## config.mk

```make
export PLATFORM = sky130hd
export DESIGN_NAME = sdas_ctrl
export DESIGN_NICKNAME = d
export VERILOG_FILES = /design/src/design/sdas_pkg.sv /design/src/design/sdas_ctrl.sv
export SDC_FILE = /design/constraint.sdc
export NUM_CORES = 1
export LEC_CHECK = 0
export ABC_CLOCK_PERIOD_IN_PS = 1330
export BUFFER_PORTS_ARGS = -buffer_cell sky130_fd_sc_hd__buf_2
export CORE_AREA = 2 2 39 41
export DETAILED_ROUTE_END_ITERATION = 6
export DIE_AREA = 0 0 41 43
export GPL_TIMING_DRIVEN = 0
export PLACE_DENSITY_LB_ADDON = 0.05
export SYNTH_ARGS = -nofsm -noshare
export SYNTH_HDL_FRONTEND = slang
export SYNTH_SLANG_ARGS = --single-unit
```

## constraint.sdc

```tcl
create_clock -name clk -period 1.33 [get_ports clk]
set_input_delay 0.133 -clock clk [delete_from_list [all_inputs] [get_ports clk]]
set_output_delay 0.133 -clock clk [all_outputs]
set_load 0.05 [all_outputs]
```

## src/design/sdas_pkg.sv

```systemverilog
`timescale 1ns / 1ps
package sdas_pkg;

  // Operand capacity in digits
  localparam int MAX_DIGITS = 1024;
  localparam int ADDR_W     = $clog2(MAX_DIGITS);
  // Operand length, and digit position within a result store (MAX_DIGITS+1 entries)
  localparam int LEN_W      = $clog2(MAX_DIGITS + 1);
  // Result length, up to MAX_DIGITS+1
  localparam int SLEN_W     = $clog2(MAX_DIGITS + 2);
  // Read pointer over both results
  localparam int PTR_W      = $clog2(2 * MAX_DIGITS + 3);

  localparam logic [3:0] DIGIT_MAX = 4'd9;

  // Request codes
  localparam logic [1:0] OP_LOAD_A = 2'd0;
  localparam logic [1:0] OP_LOAD_B = 2'd1;
  localparam logic [1:0] OP_CLEAR  = 2'd2;
  localparam logic [1:0] OP_READ   = 2'd3;

  // Controller to datapath
  typedef struct packed {
    logic load_a;
    logic load_b;
    logic clear;
    logic issue_read;
    logic flag_error;
    logic init_pass;
    logic cmp_step;
    logic ari_step;
    logic finish;
  } cmd_t;

  // Datapath to controller
  typedef struct packed {
    logic a_empty;
    logic b_empty;
    logic computed;
    logic k_last;
  } status_t;

endpackage

```

## src/design/sdas_ctrl.sv

```systemverilog
`timescale 1ns / 1ps
module sdas_ctrl (
  input  logic             clk,
  input  logic             rst,
  input  logic             start,
  input  logic [1:0]       opcode,
  input  sdas_pkg::status_t status,
  output sdas_pkg::cmd_t   cmd,
  output logic             busy
);
  import sdas_pkg::*;

  localparam logic [2:0] ST_IDLE  = 3'd0;
  localparam logic [2:0] ST_CMP_A = 3'd1;
  localparam logic [2:0] ST_CMP_D = 3'd2;
  localparam logic [2:0] ST_ARI_A = 3'd3;
  localparam logic [2:0] ST_ARI_D = 3'd4;
  localparam logic [2:0] ST_FIN   = 3'd5;
  localparam logic [2:0] ST_READ  = 3'd6;

  logic [2:0] state;
  logic [2:0] state_next;
  logic       accept;

  assign busy   = (state != ST_IDLE);
  assign accept = start && !busy;

  // Sequencing of requests and the compute passes
  always_comb begin
    cmd        = '0;
    state_next = state;
    unique case (state)
      ST_IDLE: begin
        if (accept) begin
          unique case (opcode)
            OP_LOAD_A: cmd.load_a = 1'b1;
            OP_LOAD_B: cmd.load_b = 1'b1;
            OP_CLEAR:  cmd.clear  = 1'b1;
            OP_READ: begin
              if (status.a_empty || status.b_empty) begin
                cmd.flag_error = 1'b1;
              end else if (status.computed) begin
                cmd.issue_read = 1'b1;
              end else begin
                cmd.init_pass = 1'b1;
                state_next    = ST_CMP_A;
              end
            end
            default: ;
          endcase
        end
      end
      ST_CMP_A: state_next = ST_CMP_D;
      ST_CMP_D: begin
        cmd.cmp_step = 1'b1;
        if (status.k_last) begin
          cmd.init_pass = 1'b1;
          state_next    = ST_ARI_A;
        end else begin
          state_next = ST_CMP_A;
        end
      end
      ST_ARI_A: state_next = ST_ARI_D;
      ST_ARI_D: begin
        cmd.ari_step = 1'b1;
        state_next   = status.k_last ? ST_FIN : ST_ARI_A;
      end
      ST_FIN: begin
        cmd.finish = 1'b1;
        state_next = ST_READ;
      end
      ST_READ: begin
        cmd.issue_read = 1'b1;
        state_next     = ST_IDLE;
      end
      default: state_next = ST_IDLE;
    endcase
  end

  always_ff @(posedge clk) begin
    if (rst) begin
      state <= ST_IDLE;
    end else begin
      state <= state_next;
    end
  end

  a_one_request: assert property (@(posedge clk) disable iff (rst)
    $onehot0({cmd.load_a, cmd.load_b, cmd.clear, cmd.issue_read, cmd.flag_error}))
    else $error("more than one request decoded");
  a_read_after_fin: assert property (@(posedge clk) disable iff (rst)
    cmd.finish |=> cmd.issue_read)
    else $error("finished pass not followed by a read");
  a_read_ends: assert property (@(posedge clk) disable iff (rst)
    (state == ST_READ) |=> (state == ST_IDLE))
    else $error("read state did not return to idle");

endmodule

```

; Word level (Yosys, flattened, before mapping)
; Index checks and enable logic that the tools add are counted.
[op_classes]
n_eq_ne = 13
reduce_logical = 7
muxes = 25
[ops]
columns = cell, n
row1 = $mux W3, 7
row2 = $pmux W3 S6, 1
row3 = $mux W1, 13
row4 = $eq A3 B3 Y1 const B, 3
row5 = $eq A3 B2 Y1 const B, 2
row6 = $mux W6, 1
row7 = $ne A2 B2 Y1 const B, 3
row8 = $eq A2 B2 Y1 const B, 2
row9 = $pmux W1 S2, 2
row10 = $reduce_and A4 Y1, 1
row11 = $eq A3 B1 Y1 const B, 1
row12 = $logic_not A3 Y1, 1
row13 = $reduce_bool A3 Y1, 1
row14 = $eq A2 B1 Y1 const B, 1
row15 = $logic_not A2 Y1, 1
row16 = $mux W2, 1
row17 = $ne A2 B1 Y1 const B, 1
row18 = $logic_and A1 B1 Y1, 1
row19 = $logic_not A1 Y1, 1
row20 = $logic_or A1 B1 Y1, 1
[totals]
out_inout_bits = 10
in_bits = 9
wordCells = 46
reg_bits = 3

; Longest topological paths before layout
[depth]
word_depth = 5
depth_mapped = 4
mapped_depth_nobuf = 3

; Worst setup path before layout
; OpenSTA, ideal clock, no wires.
[synth_path]
path_type = register -> output
start = register state[0]
end = output cmd[3] (netlist name)
path_buffers = 1
t_arrival_ns = 1.830
required_time_ns = 1.197
stages_incl_launch_ff = 5
slack_ns = -0.633
path_cell_list = dfxtp_1 -> buf_2 -> nor3b_2 -> nand2_1 -> o21ai_1
[synth_rtl]
columns = element, line_no
row1 = start: declaration, sdas_ctrl.sv:21  ; logic [2:0] state;
row2 = start signal: assignment, sdas_ctrl.sv:84  ; state <= state_next;
row3 = end: declaration, sdas_ctrl.sv:8  ; output sdas_pkg::cmd_t cmd,

==> metrics.txt <==
status=finished with violations; violated checks=setup timing; hold path endpoint=state[1]; peak supply drop=273 uV; DRC Markers=0; routed length per instance=10.5 um; post-route setup slack=-114 ps; Syn Inst Count=33; hold path cells=2; worst path required time=1200 ps; vias post-DR=334; Total Routed Length=approximately 780 um; row cnt=14; # diodes=0; Worst Max-Slew Pin Slew=302 ps; Die X=41 um; final hold vios=0; starting density of the core=18.5%; skew final=5.48 ps; area of the multi-input gates=255 um^2; CP arrival=between 1000 and 1500 ps; reg2reg path depth=5; GR Util met1=12.5%; Final Max Tran Viols=0; Synthesized Nets=42; register area=71.3 um^2; IO Pins=19; DR iter-0 viols=0; Root Buffer=clkbuf_4; vias in the first global route=~290; sequential fraction of the synthesis area=23.4%; Startpoint Class=register; Synth-to-Final Area Change=119%; GR peak layer=met2; Lkg Pwr=between 0.2 and 0.25 nW; HPWL Detailed=548 um; critical path class=reg -> out; Cell Pwr Density=a little over 600 nW/um^2; FF-to-FF End=state[1]; # H-tree levels=1; crit end category=primary output; Worst-Skew Late Latency=240 ps; CTS clk-pin slew, worst paths=30 ps; post-route ant nets=0; YS warnings=0; biggest regs=state: 3 flops; gpl congestion=0.652; hold_sp=rst; reg2reg setup slack=~250 ps; max reg flops=3; first-pass GRT wire length=1190 um; final setup fails=6; initial antenna violation count=0; FF-to-FF Start=state[0]; Clock Tree Buf Depth=2; Initial DRT Pass Iterations=1; Unique masters post-synth=18; M2 GR Usage=between 10% and 20%; final cycle utilization of the critical path=109%; DR vias/cell=4.51; area of the core=1380 um^2; Slew headroom=79.8%; setup tns final=-435 ps; CTS tree=done; Sink Count=3; RSZ-0062 raised after global routing=true; grt met3 use=about 3.1%; cts bufs inserted=3; largest net degree at the start of global routing=8; grt ovf=0; MaxCap Viol Count=0; design area=561 um^2; fillers=150; synthesis-stage register bit count=3; share of post-route cells with drive strength above 1=around 72%; height of the die=roughly 43 um; Max Freq=around 0.7 GHz; DP Area=410 um^2; Worst Hold Class=in -> reg; DIE AREA=1760 um^2; Min Clock Period, post-route=1440 ps; Reg with most FFs=state; Nets=68; Total GRT Usage=10.1%; Crit Path Max Fanout=3; final total power=0.339 mW; hold slack=91.8 ps; Mapped Area=approximately 260 um^2; Avg Cell Area, Syn=7.77 um^2; Port Buffers=18
==> kinds of logic (layout without fill, tap and decap cells) <==
| logic type | count (synthesis) | in the layout | share of synthesized area, % |
|---|---|---|---|
| AOI/OAI and AO/OA | 7 | 7 | 16.1 |
| DFF | 3 | 3 | 23.4 |
| buffers and inverters | 2 | 27 | 3.41 |
| and+or+nand+nor | 21 | 21 | 57.1 |
==> stage by stage <==
| step | utilization, % | worst slack (ps) | std cells |
|---|---|---|---|
| after floorplan | - | -194 | 33 |
| after global placement | 29.7 | -68.7 | 67 |
| after detailed placement | 29.7 | -79.0 | 67 |
| after CTS | 38.8 | -137 | 73 |
| after global routing | 40.5 | -182 | 74 |
| final | 40.5 | -114 | 74 |
==> what timing repair did <==
item | 4_1_cts | 5_1_grt
setup buffers | 3 | 1
endpoints found under the setup margin | 10 | 8
pin swaps | 5 | 4
hold buffers | 0 | 0
gates resized for setup | 24 | 5
==> layout make-up <==
| type | count | share of cell area [%] |
|---|---|---|
| Clock buffer | 4 | 4.69 |
| Inverter | 1 | 0.670 |
| Multi-Input combinational cell | 28 | 45.5 |
| Sequential cell | 3 | 12.7 |
| Tap cell | 16 | 3.57 |
| Timing Repair Buffer | 22 | 32.8 |
==> report_power, final <==
part	switching, mW	internal [mW]	total [mW]
logic	0.0520	0.0376	0.0896
clock network	0.0500	0.113	0.163
registers	0.00145	0.0854	0.0869
total	0.103	0.236	0.339
==> critical path, stage by stage, from the launching register on <==
cell,delay (ps)
dfxtp_4,360
nor3_4,240
nand2_4,110
nor3b_4,190
buf_6,180
==> cells in the mapped netlist <==
cell type | instances | share of area, %
nor3b_2 | 4 | 20
a21oi_1 | 3 | 5.9
dfxtp_1 | 3 | 23
nand2_1 | 3 | 4.4
nor2_1 | 3 | 4.4
nor2b_1 | 3 | 7.3
nand3b_1 | 2 | 5.9
o21ai_1 | 2 | 3.9
a21oi_2 | 1 | 3.4
and2_1 | 1 | 2.4
and3_1 | 1 | 2.4
buf_2 | 1 | 1.9
inv_2 | 1 | 1.5
nand2_2 | 1 | 2.4
nand4_1 | 1 | 2.4
nor3_1 | 1 | 1.9
nor3_2 | 1 | 3.9
o21bai_1 | 1 | 2.9
==> how the worst max path moves through the flow <==
| stage | start | depth (start not counted) | slack [ps] | endpoint |
|---|---|---|---|---|
| after floorplan | state[0] | 4 | -190 | cmd[3] |
| after global placement | state[2] | 4 | -70 | cmd[7] |
| after detailed placement | state[2] | 4 | -80 | cmd[7] |
| after CTS | state[0] | 4 | -140 | cmd[7] |
| after global routing | state[0] | 4 | -180 | cmd[6] |
| final | state[0] | 4 | -110 | cmd[6] |
==> layout by cell type (no fill, tap or decap), types with 2 or more instances in the layout <==
cell type | netlist | routed
dfxtp_4 | 0 | 3
nor2b_1 | 3 | 2
nor3b_4 | 0 | 4
a21oi_2 | 1 | 2
clkbuf_4 | 0 | 3
nor2_1 | 3 | 2
nand3b_1 | 2 | 2
a21oi_1 | 3 | 2
buf_2 | 1 | 8
nor3_4 | 0 | 2
buf_6 | 0 | 7
buf_4 | 0 | 6
nand2_1 | 3 | 2
==> routing by layer <==
metal	part of all wire (%)	up-vias	wire, um
li1	-	165	-
met1	41	154	317
met2	50	15	390
met3	8.8	0	68
met4	0	0	0
met5	0	-	0
Power figures use the tool's default switching activity.
